## src/rtl/etsd_pkg.sv

```systemverilog
// Package of the encoder tick servo drive: types, constants and helper functions.
`default_nettype none

package etsd_pkg;

    typedef enum logic [2:0] {
        ST_IDLE,
        ST_TURN,
        ST_DIST,
        ST_MUL_TURN,
        ST_MUL_STEER,
        ST_MUL_SPD,
        ST_WIDTH
    } state_t;

    // Configuration register indexes
    localparam logic [1:0] CFG_ANGLE_STEP      = 2'd0;
    localparam logic [1:0] CFG_DISTANCE_STEP   = 2'd1;
    localparam logic [1:0] CFG_STOP_WIDTH      = 2'd2;
    localparam logic [1:0] CFG_WIDTH_INCREMENT = 2'd3;

    // Direction codes
    localparam logic [1:0] DIR_NONE = 2'b00;
    localparam logic [1:0] DIR_FWD  = 2'b01;
    localparam logic [1:0] DIR_NEG2 = 2'b10;
    localparam logic [1:0] DIR_BACK = 2'b11;

    // Reset values
    localparam logic [11:0] RST_ANGLE_STEP      = 12'd1;
    localparam logic [11:0] RST_DISTANCE_STEP   = 12'd1;
    localparam logic [15:0] RST_STOP_WIDTH      = 16'd1500;
    localparam logic [7:0]  RST_WIDTH_INCREMENT = 8'd1;

    // Width law constants
    localparam logic [7:0]  TURN_GAIN  = 8'd50;
    localparam logic [39:0] TURN_BIAS  = 40'd7680;   // 60 * 128
    localparam logic [7:0]  FULL_SPEED = 8'd100;

    // Shared multiplier widths
    localparam int MUL_A_W = 40;
    localparam int MUL_B_W = 8;
    localparam int MUL_P_W = 48;

    // Scale by a direction code (-2, -1, 0, 1)
    function automatic logic signed [49:0] dir_mul(input logic [1:0] dir,
                                                   input logic signed [49:0] x);
        case (dir)
            DIR_FWD:  return x;
            DIR_BACK: return -x;
            DIR_NEG2: return -(x <<< 1);
            default:  return '0;
        endcase
    endfunction

    function automatic logic [15:0] sat16(input logic signed [49:0] v);
        if (v < 50'sd0)
            return 16'h0000;
        else if (v > 50'sd65535)
            return 16'hFFFF;
        else
            return v[15:0];
    endfunction

    function automatic logic signed [31:0] sat32(input logic signed [32:0] v);
        if (v[32] != v[31])
            return v[32] ? 32'sh8000_0000 : 32'sh7FFF_FFFF;
        else
            return v[31:0];
    endfunction

endpackage

`default_nettype wire

```

## src/rtl/etsd_mul.sv

```systemverilog
// Shared signed by unsigned multiplier with a registered product.
`default_nettype none

module etsd_mul (
    input  wire logic                                 clk,
    input  wire logic signed [etsd_pkg::MUL_A_W-1:0]  a,
    input  wire logic        [etsd_pkg::MUL_B_W-1:0]  b,
    output logic signed      [etsd_pkg::MUL_P_W-1:0]  prod_reg
);

    logic signed [etsd_pkg::MUL_A_W+etsd_pkg::MUL_B_W:0] full;
    logic signed [etsd_pkg::MUL_P_W-1:0]                  prod_next;

    assign full      = a * $signed({1'b0, b});
    assign prod_next = full[etsd_pkg::MUL_P_W-1:0];

    always_ff @(posedge clk)
    begin
        prod_reg <= prod_next;
    end

endmodule

`default_nettype wire

```

## src/rtl/encoder_tick_servo_drive.sv

```systemverilog
// Top level of the encoder tick servo drive: sequencer, tick remainders and width law.
//
//  channel | dir | beat fields
//  s_*     | in  | tuser: command_valid; tdata: ticks, direction, distance, turn, speed
//  m_*     | out | tdata: right_width, left_width, done_res, heading_out
//  cfg_*   | in  | write enable, register index, write data
//
// An input beat passes through idle, which takes it, a turn and then a distance step per
// encoder tick (through the shared saturating adder), three passes of the shared multiplier
// for the steering and speed terms, and a widths step that forms the widths.
// The result sits in an output register; the widths stage waits only if that is full.
// Reset is asynchronous and needs no clearing pass.
`default_nettype none

module encoder_tick_servo_drive (
    input  wire logic        clk,
    input  wire logic        rst_n,
    input  wire logic        s_tvalid,
    output logic             s_tready,
    input  wire logic        s_tuser,   // [0] command_valid
    // [0] left_tick, [1] right_tick, [3:2] move_direction, [19:4] target_distance,
    // [35:20] target_turn, [43:36] target_speed, [47:44] zero
    input  wire logic [47:0] s_tdata,
    output logic             m_tvalid,
    input  wire logic        m_tready,
    // [15:0] right_width, [31:16] left_width, [32] done_res, [64:33] heading_out,
    // [71:65] zero
    output logic [71:0]      m_tdata,
    input  wire logic        cfg_we,
    input  wire logic [1:0]  cfg_index,
    input  wire logic [15:0] cfg_data
);

    etsd_pkg::state_t state_reg, state_next;

    logic [11:0] angle_step_reg;
    logic [11:0] distance_step_reg;
    logic [15:0] stop_width_reg;
    logic [7:0]  width_inc_reg;

    logic signed [31:0] turn_reg, turn_next;
    logic signed [31:0] dist_reg, dist_next;
    logic [1:0]         dir_reg, dir_next;
    logic [7:0]         speed_reg, speed_next;
    logic [31:0]        heading_reg, heading_next;
    logic [15:0]        right_now_reg, right_now_next;
    logic [15:0]        left_now_reg, left_now_next;
    logic               side_reg, side_next;
    logic               left_pend_reg, left_pend_next;
    logic               right_pend_reg, right_pend_next;
    logic               done_reg, done_next;
    logic signed [47:0] steer_reg, steer_next;

    logic               m_valid_reg, m_valid_next;
    logic [15:0]        out_right_reg, out_right_next;
    logic [15:0]        out_left_reg, out_left_next;
    logic               out_done_reg, out_done_next;
    logic [31:0]        out_heading_reg, out_heading_next;

    logic signed [etsd_pkg::MUL_A_W-1:0] mul_a;
    logic        [etsd_pkg::MUL_B_W-1:0] mul_b;
    logic signed [etsd_pkg::MUL_P_W-1:0] prod;

    // Input fields
    logic        in_cmd, in_left, in_right;
    logic [1:0]  in_dir;
    logic [15:0] in_dist, in_turn;
    logic [7:0]  in_speed;
    logic        accept, out_free;

    assign in_cmd   = s_tuser;
    assign in_left  = s_tdata[0];
    assign in_right = s_tdata[1];
    assign in_dir   = s_tdata[3:2];
    assign in_dist  = s_tdata[19:4];
    assign in_turn  = s_tdata[35:20];
    assign in_speed = s_tdata[43:36];
    assign accept   = s_tvalid && s_tready;
    assign out_free = !m_valid_reg || m_tready;

    // Tick arithmetic: one saturating adder shared by turn and distance
    logic [15:0]        wheel;
    logic               fwd, slow, in_turn_st;
    logic signed [32:0] turn_x, dist_x, ah, dh, add_a, add_step, add_sum;
    logic               add_sub, turn_band, dist_band;
    logic signed [31:0] add_sat;
    logic [31:0]        heading_step;

    assign wheel      = side_reg ? right_now_reg : left_now_reg;
    assign fwd        = wheel > stop_width_reg;
    assign slow       = wheel < stop_width_reg;
    assign in_turn_st = (state_reg == etsd_pkg::ST_TURN);
    assign turn_x     = {turn_reg[31], turn_reg};
    assign dist_x     = {dist_reg[31], dist_reg};
    assign ah         = $signed({22'd0, angle_step_reg[11:1]});
    assign dh         = $signed({22'd0, distance_step_reg[11:1]});
    assign turn_band  = (turn_x < ah) && (turn_x > -ah);
    assign dist_band  = (dist_x <= dh) && (dist_x >= -dh);
    assign add_a      = in_turn_st ? turn_x : dist_x;
    assign add_step   = in_turn_st ? $signed({21'd0, angle_step_reg})
                                   : $signed({21'd0, distance_step_reg});
    assign add_sub    = in_turn_st ? !fwd : (side_reg ? slow : fwd);
    assign add_sum    = add_sub ? (add_a - add_step) : (add_a + add_step);
    assign add_sat    = etsd_pkg::sat32(add_sum);
    assign heading_step = fwd ? (heading_reg + {20'd0, angle_step_reg})
                              : (heading_reg - {20'd0, angle_step_reg});

    // Width law
    logic [7:0]         spd_sel;
    logic               turn_pos, turn_neg;
    logic signed [49:0] stop50, dsi, steer_d, l_base, r_base, l_num, r_num;
    logic signed [49:0] inc128;
    logic [15:0]        r_val, l_val;

    assign spd_sel  = (dist_reg > 32'sd0) ? etsd_pkg::FULL_SPEED : speed_reg;
    assign turn_pos = !turn_reg[31] && (turn_reg != 32'sd0);
    assign turn_neg = turn_reg[31];
    assign stop50   = $signed({34'd0, stop_width_reg});
    assign inc128   = $signed({35'd0, width_inc_reg, 7'd0});
    assign dsi      = etsd_pkg::dir_mul(dir_reg, $signed({34'd0, prod[15:0]}));
    assign steer_d  = etsd_pkg::dir_mul(dir_reg, {{2{steer_reg[47]}}, steer_reg});
    assign l_base   = stop50 + dsi;
    assign r_base   = stop50 - dsi;
    // steering in 1/128 width, negative numerators saturate to zero anyway
    assign l_num    = (l_base <<< 7) - steer_d;
    assign r_num    = (r_base <<< 7) + steer_d;

    always_comb
    begin
        if (spd_sel != 8'd0)
        begin
            r_val = etsd_pkg::sat16(r_base);
            l_val = etsd_pkg::sat16(l_base);
            if (turn_pos)
                l_val = etsd_pkg::sat16(l_num >>> 7);
            else if (turn_neg)
                r_val = etsd_pkg::sat16(r_num >>> 7);
        end
        else if (turn_pos)
        begin
            r_val = etsd_pkg::sat16(stop50 - inc128);
            l_val = r_val;
        end
        else if (turn_neg)
        begin
            r_val = etsd_pkg::sat16(stop50 + inc128);
            l_val = r_val;
        end
        else
        begin
            r_val = stop_width_reg;
            l_val = stop_width_reg;
        end
    end

    etsd_mul u_mul (
        .clk      (clk),
        .a        (mul_a),
        .b        (mul_b),
        .prod_reg (prod)
    );

    // Next state
    always_comb
    begin
        state_next = state_reg;
        unique case (state_reg)
            etsd_pkg::ST_IDLE:
                if (s_tvalid)
                    state_next = (in_left || in_right) ? etsd_pkg::ST_TURN
                                                       : etsd_pkg::ST_MUL_TURN;
            etsd_pkg::ST_TURN:
                state_next = etsd_pkg::ST_DIST;
            etsd_pkg::ST_DIST:
                state_next = (!side_reg && right_pend_reg) ? etsd_pkg::ST_TURN
                                                           : etsd_pkg::ST_MUL_TURN;
            etsd_pkg::ST_MUL_TURN:
                state_next = etsd_pkg::ST_MUL_STEER;
            etsd_pkg::ST_MUL_STEER:
                state_next = etsd_pkg::ST_MUL_SPD;
            etsd_pkg::ST_MUL_SPD:
                state_next = etsd_pkg::ST_WIDTH;
            etsd_pkg::ST_WIDTH:
                if (out_free)
                    state_next = etsd_pkg::ST_IDLE;
            default:
                state_next = etsd_pkg::ST_IDLE;
        endcase
    end

    // Outputs of the sequencer: handshake and multiplier operands
    always_comb
    begin
        s_tready = 1'b0;
        mul_a    = '0;
        mul_b    = '0;
        unique case (state_reg)
            etsd_pkg::ST_IDLE:
                s_tready = 1'b1;
            etsd_pkg::ST_MUL_TURN:
            begin
                mul_a = {{8{turn_reg[31]}}, turn_reg};
                mul_b = etsd_pkg::TURN_GAIN;
            end
            etsd_pkg::ST_MUL_STEER:
            begin
                mul_a = prod[etsd_pkg::MUL_A_W-1:0] + etsd_pkg::TURN_BIAS;
                mul_b = width_inc_reg;
            end
            // speed product held while the widths stage waits for the output register
            etsd_pkg::ST_MUL_SPD,
            etsd_pkg::ST_WIDTH:
            begin
                mul_a = $signed({32'd0, spd_sel});
                mul_b = width_inc_reg;
            end
            default:
            begin
                s_tready = 1'b0;
            end
        endcase
    end

    // Datapath next values
    always_comb
    begin
        turn_next        = turn_reg;
        dist_next        = dist_reg;
        dir_next         = dir_reg;
        speed_next       = speed_reg;
        heading_next     = heading_reg;
        right_now_next   = right_now_reg;
        left_now_next    = left_now_reg;
        side_next        = side_reg;
        left_pend_next   = left_pend_reg;
        right_pend_next  = right_pend_reg;
        done_next        = done_reg;
        steer_next       = steer_reg;
        m_valid_next     = m_valid_reg && !m_tready;
        out_right_next   = out_right_reg;
        out_left_next    = out_left_reg;
        out_done_next    = out_done_reg;
        out_heading_next = out_heading_reg;

        case (state_reg)
            etsd_pkg::ST_IDLE:
                if (accept)
                begin
                    if (in_cmd)
                    begin
                        dir_next   = in_dir;
                        dist_next  = {{16{in_dist[15]}}, in_dist};
                        turn_next  = {{16{in_turn[15]}}, in_turn};
                        speed_next = in_speed;
                    end
                    left_pend_next  = in_left;
                    right_pend_next = in_right;
                    side_next       = !in_left;
                    done_next       = 1'b0;
                end
            etsd_pkg::ST_TURN:
                if (turn_reg != 32'sd0)
                begin
                    if (turn_band)
                    begin
                        turn_next = '0;
                        if (dist_reg == 32'sd0)
                            done_next = 1'b1;
                    end
                    else
                    begin
                        turn_next    = add_sat;
                        heading_next = heading_step;
                    end
                end
            etsd_pkg::ST_DIST:
            begin
                if (dist_reg != 32'sd0)
                begin
                    if (dist_band)
                    begin
                        dist_next = '0;
                        if (turn_reg == 32'sd0)
                            done_next = 1'b1;
                    end
                    else
                        dist_next = add_sat;
                end
                if (!side_reg && right_pend_reg)
                    side_next = 1'b1;
            end
            etsd_pkg::ST_MUL_SPD:
                steer_next = prod;
            etsd_pkg::ST_WIDTH:
                if (out_free)
                begin
                    right_now_next   = r_val;
                    left_now_next    = l_val;
                    out_right_next   = r_val;
                    out_left_next    = l_val;
                    out_done_next    = done_reg;
                    out_heading_next = heading_reg;
                    m_valid_next     = 1'b1;
                end
            default:
            begin
                steer_next = steer_reg;
            end
        endcase
    end

    // Control and held state
    always_ff @(posedge clk or negedge rst_n)
    begin
        if (!rst_n)
        begin
            state_reg      <= etsd_pkg::ST_IDLE;
            turn_reg       <= '0;
            dist_reg       <= '0;
            dir_reg        <= etsd_pkg::DIR_NONE;
            speed_reg      <= '0;
            heading_reg    <= '0;
            right_now_reg  <= etsd_pkg::RST_STOP_WIDTH;
            left_now_reg   <= etsd_pkg::RST_STOP_WIDTH;
            side_reg       <= 1'b0;
            left_pend_reg  <= 1'b0;
            right_pend_reg <= 1'b0;
            done_reg       <= 1'b0;
            m_valid_reg    <= 1'b0;
        end
        else
        begin
            state_reg      <= state_next;
            turn_reg       <= turn_next;
            dist_reg       <= dist_next;
            dir_reg        <= dir_next;
            speed_reg      <= speed_next;
            heading_reg    <= heading_next;
            right_now_reg  <= right_now_next;
            left_now_reg   <= left_now_next;
            side_reg       <= side_next;
            left_pend_reg  <= left_pend_next;
            right_pend_reg <= right_pend_next;
            done_reg       <= done_next;
            m_valid_reg    <= m_valid_next;
        end
    end

    // Configuration registers
    always_ff @(posedge clk or negedge rst_n)
    begin
        if (!rst_n)
        begin
            angle_step_reg    <= etsd_pkg::RST_ANGLE_STEP;
            distance_step_reg <= etsd_pkg::RST_DISTANCE_STEP;
            stop_width_reg    <= etsd_pkg::RST_STOP_WIDTH;
            width_inc_reg     <= etsd_pkg::RST_WIDTH_INCREMENT;
        end
        else if (cfg_we)
        begin
            unique case (cfg_index)
                etsd_pkg::CFG_ANGLE_STEP:      angle_step_reg    <= cfg_data[11:0];
                etsd_pkg::CFG_DISTANCE_STEP:   distance_step_reg <= cfg_data[11:0];
                etsd_pkg::CFG_STOP_WIDTH:      stop_width_reg    <= cfg_data;
                etsd_pkg::CFG_WIDTH_INCREMENT: width_inc_reg     <= cfg_data[7:0];
                default:                       width_inc_reg     <= width_inc_reg;
            endcase
        end
    end

    // Payload registers
    always_ff @(posedge clk)
    begin
        steer_reg       <= steer_next;
        out_right_reg   <= out_right_next;
        out_left_reg    <= out_left_next;
        out_done_reg    <= out_done_next;
        out_heading_reg <= out_heading_next;
    end

    assign m_tvalid = m_valid_reg;
    assign m_tdata  = {7'd0, out_heading_reg, out_done_reg, out_left_reg, out_right_reg};

endmodule

`default_nettype wire

```

## config.mk

```make
export PLATFORM = sky130hd
export DESIGN_NAME = encoder_tick_servo_drive
export DESIGN_NICKNAME = d
export VERILOG_FILES = /design/src/rtl/etsd_pkg.sv /design/src/rtl/etsd_mul.sv /design/src/rtl/encoder_tick_servo_drive.sv
export SDC_FILE = /design/constraint.sdc
export NUM_CORES = 2
export LEC_CHECK = 0
export BUFFER_PORTS_ARGS = -buffer_cell sky130_fd_sc_hd__buf_2
export CAP_MARGIN = 20
export CORE_ASPECT_RATIO = 0.75
export CORE_MARGIN = 2
export CORE_UTILIZATION = 30
export DETAILED_ROUTE_END_ITERATION = 8
export HOLD_SLACK_MARGIN = 0.1
export PLACE_DENSITY_LB_ADDON = 0.2
export SETUP_SLACK_MARGIN = 0.05
export SYNTH_ARGS = -nofsm -noshare
export SYNTH_HDL_FRONTEND = slang
export SYNTH_SLANG_ARGS = --single-unit
```

## constraint.sdc

```tcl
create_clock -name clk -period 15.7 [get_ports clk]
set_clock_uncertainty 0.05 [all_clocks]
set_input_delay 1.57 -clock clk [delete_from_list [all_inputs] [get_ports clk]]
set_output_delay 1.57 -clock clk [all_outputs]
set_load 0.005 [all_outputs]
```

==> out/summary.txt <==
Status: finished clean
Clock sinks: 354
Initial antenna violation count: 3
Crit. End Element: flop
CTS H-tree lvls: 2
Critical Path RT: 15930 ps
CTS tree: built
Final Hold Viols: 0
Total setup buffers inserted after CTS: 0
Vias in the first global route: 36040
Max Slew Vio Count: 0
Worst-Skew Late Latency: 610 ps
First-iteration detailed-routing DRC count: 3063
Synth Area in Compound Gates: 20.26%
Top-Level Pins: 146
DRT Pass-1 Iters: 6
TritonCTS buffer count: 41
Final wirelength: 145.6 mm
Routed len/inst: 20.39 um
Post-Syn Instances: 5214
Die W: 439.0 um
Total of max-cap violations: 0
Startpoint types: flop
CP arrival: 10900 ps
Ys Warns: 0
Setup crit start: dir_reg[1]
Sequential share of the synthesized area: 21.64%
FMAX: 93.77 MHz
Routed Antenna Nets: 0
DR vias/cell: 5.321
Endpoints failing setup: 0
Worst reg2reg path startpoint: dir_reg[1]
Hold Buf Count CTS: 0
HPWL after DPL: 117.0 mm
CP max stage cell: nor2_1
FF+latch count, synth: 354
Nets: 5957
GP Congestion: 0.9265
Overflow after GRT: 0
Hold endpoint: steer_reg[46]
Fillcell total: 14960
Final Util: 33.21%
RSZ-0062 raised after global routing: no
EDFF count, synth: 113
Hold Crit Depth: 0
Max stage delay on crit path: 940 ps
Mux share of post-synthesis cell area: 2.148%
Mapped Area: 0.04257 mm2
Worst Max-Slew Pin Slew: 1188 ps
Count leader, synth: nor2_1
Crit Path Max Fanout: 21
Post-Synth Adder-Cell Area: 23.74%
Hold Startpoint: u_mul.prod_reg[46]
Detailed-route via count: 38000
Largest family of logic cells by synthesized area: adder cells
Hold WC Path Type: flop to flop
Max-slew headroom: 20.06%
Fin crit share: 67.93%
Commonest cells in the netlist: 544 x nor2_1, 529 x nand2_1, 504 x inv_1, 402 x ha_1, 344 x a21oi_1
Fraction of layout cells with a size suffix above 1: 8.243%
First-pass GRT wire length: 224.2 mm
Mean area per synthesized cell: 8.165 um2
Port bufs: 134
Async S/R FF share, synth: 54.52%
Post-CTS sizing: 0
Post-synth top area share: 11.81%
Die area: 0.1450 mm2
Area contributors post-synth: ha_1 12%, fa_1 12%, dfrtp_1 9.9%, edfxtp_1 8.0%, nor2_1 4.8%
End of the worst register-to-register path: out_right_reg[3]
Max clock buf depth: 3
Worst reg-to-reg path cell count: 28
Residual DRC: 0
Layout Area Growth over Synthesis: 9.655%
Critical path class: flop to flop
Minimum clock period: 10660 ps
Die height: 330.2 um
Setup_tns: 0 ps
Pin count of the biggest net entering global routing: 100
Total Routing Usage GR: 19.82%
Post-Synth XOR/XNOR Area: 6.316%
Std-Cell Rows: 119
Root Driver: clkbuf_16
Cell taking the most area after synthesis: ha_1
Clock slew at reported path FFs: 60 ps
R2R Setup Slk: 5040 ps
Initial Utilization: 30.29%
Core Area: 0.1406 mm2
Most used flip-flop cell after synthesis: dfrtp_1
Synth cell types: 100
Post-Synth Simple-Gate Area: 19.30%
## through the flow
step	hold WS, ps	instance area (um2)	std cells	setup slack, ps
6_report	353.4	46680	7142	5036
2_1_floorplan	335.5	42590	5220	7893
4_1_cts	354.1	46670	7139	5091
3_3_place_gp	338.0	45260	7062	5226
5_1_grt	371.7	46680	7140	4277
3_5_place_dp	339.5	45270	7063	5132
## how the worst max path moves through the flow
stage	to	slack (ps)	cells past startpoint
after floorplan	u_mul.prod_reg[47]	7890	29
after CTS	out_right_reg[3]	5090	28
after global placement	out_right_reg[3]	5230	28
after detailed placement	out_right_reg[3]	5130	28
after global routing	out_right_reg[3]	4280	28
final	out_right_reg[3]	5040	28
## layout by cell type (no fill, tap or decap), types with 112 or more instances in the layout
| cell type | instances |
|---|---|
| a21o_1 | 127 |
| a21oi_1 | 342 |
| buf_2 | 133 |
| dfrtp_1 | 167 |
| edfxtp_1 | 113 |
| fa_1 | 251 |
| ha_1 | 402 |
| inv_1 | 503 |
| nand2_1 | 528 |
| nor2_1 | 543 |
| o21ai_0 | 271 |
| xnor2_1 | 195 |
| xor2_1 | 112 |
## layout make-up
cell class	count	area, um2	share of cell area [%]
multi-input combinational	4133	30670	65.69
sequential	354	9219	19.75
tap	1875	2346	5.025
inverter	508	1913	4.098
clock buffer	56	1162	2.490
timing repair buffer	194	1127	2.415
clock inverter	20	244.0	0.5226
antenna	2	5.005	0.01072
## critical path: cells and delay by family, from the launching register on
family,cells,cell delay (ps)
AND/OR/NAND/NOR,9,3620
XOR/XNOR,1,710
adder cells (fa/ha/maj),3,1290
buffers and inverters,1,410
AO/OA/AOI/OAI,14,3610
flip-flops,1,600
## kinds of logic after synthesis
logic type	Yosys count
multiplexers	83
adder cells (fa/ha/maj)	658
buffers and inverters	733
AO/OA/AOI/OAI	1322
flip-flops	354
XOR/XNOR	307
AND/OR/NAND/NOR	1756
other	1
## metal layers
metal	global-route usage, %	share of wire [%]	wire length (um)	vias to the layer above
li1	-	-	-	18220
met1	31.93	52	76190	18580
met2	28.09	40	58330	1098
met3	2.335	6.2	9024	107
met4	3.123	1.4	2086	0
met5	0	0	0	-
Power is not shown: default switching activity piles up to over one toggle a cycle in this logic, so the estimate is an artifact.
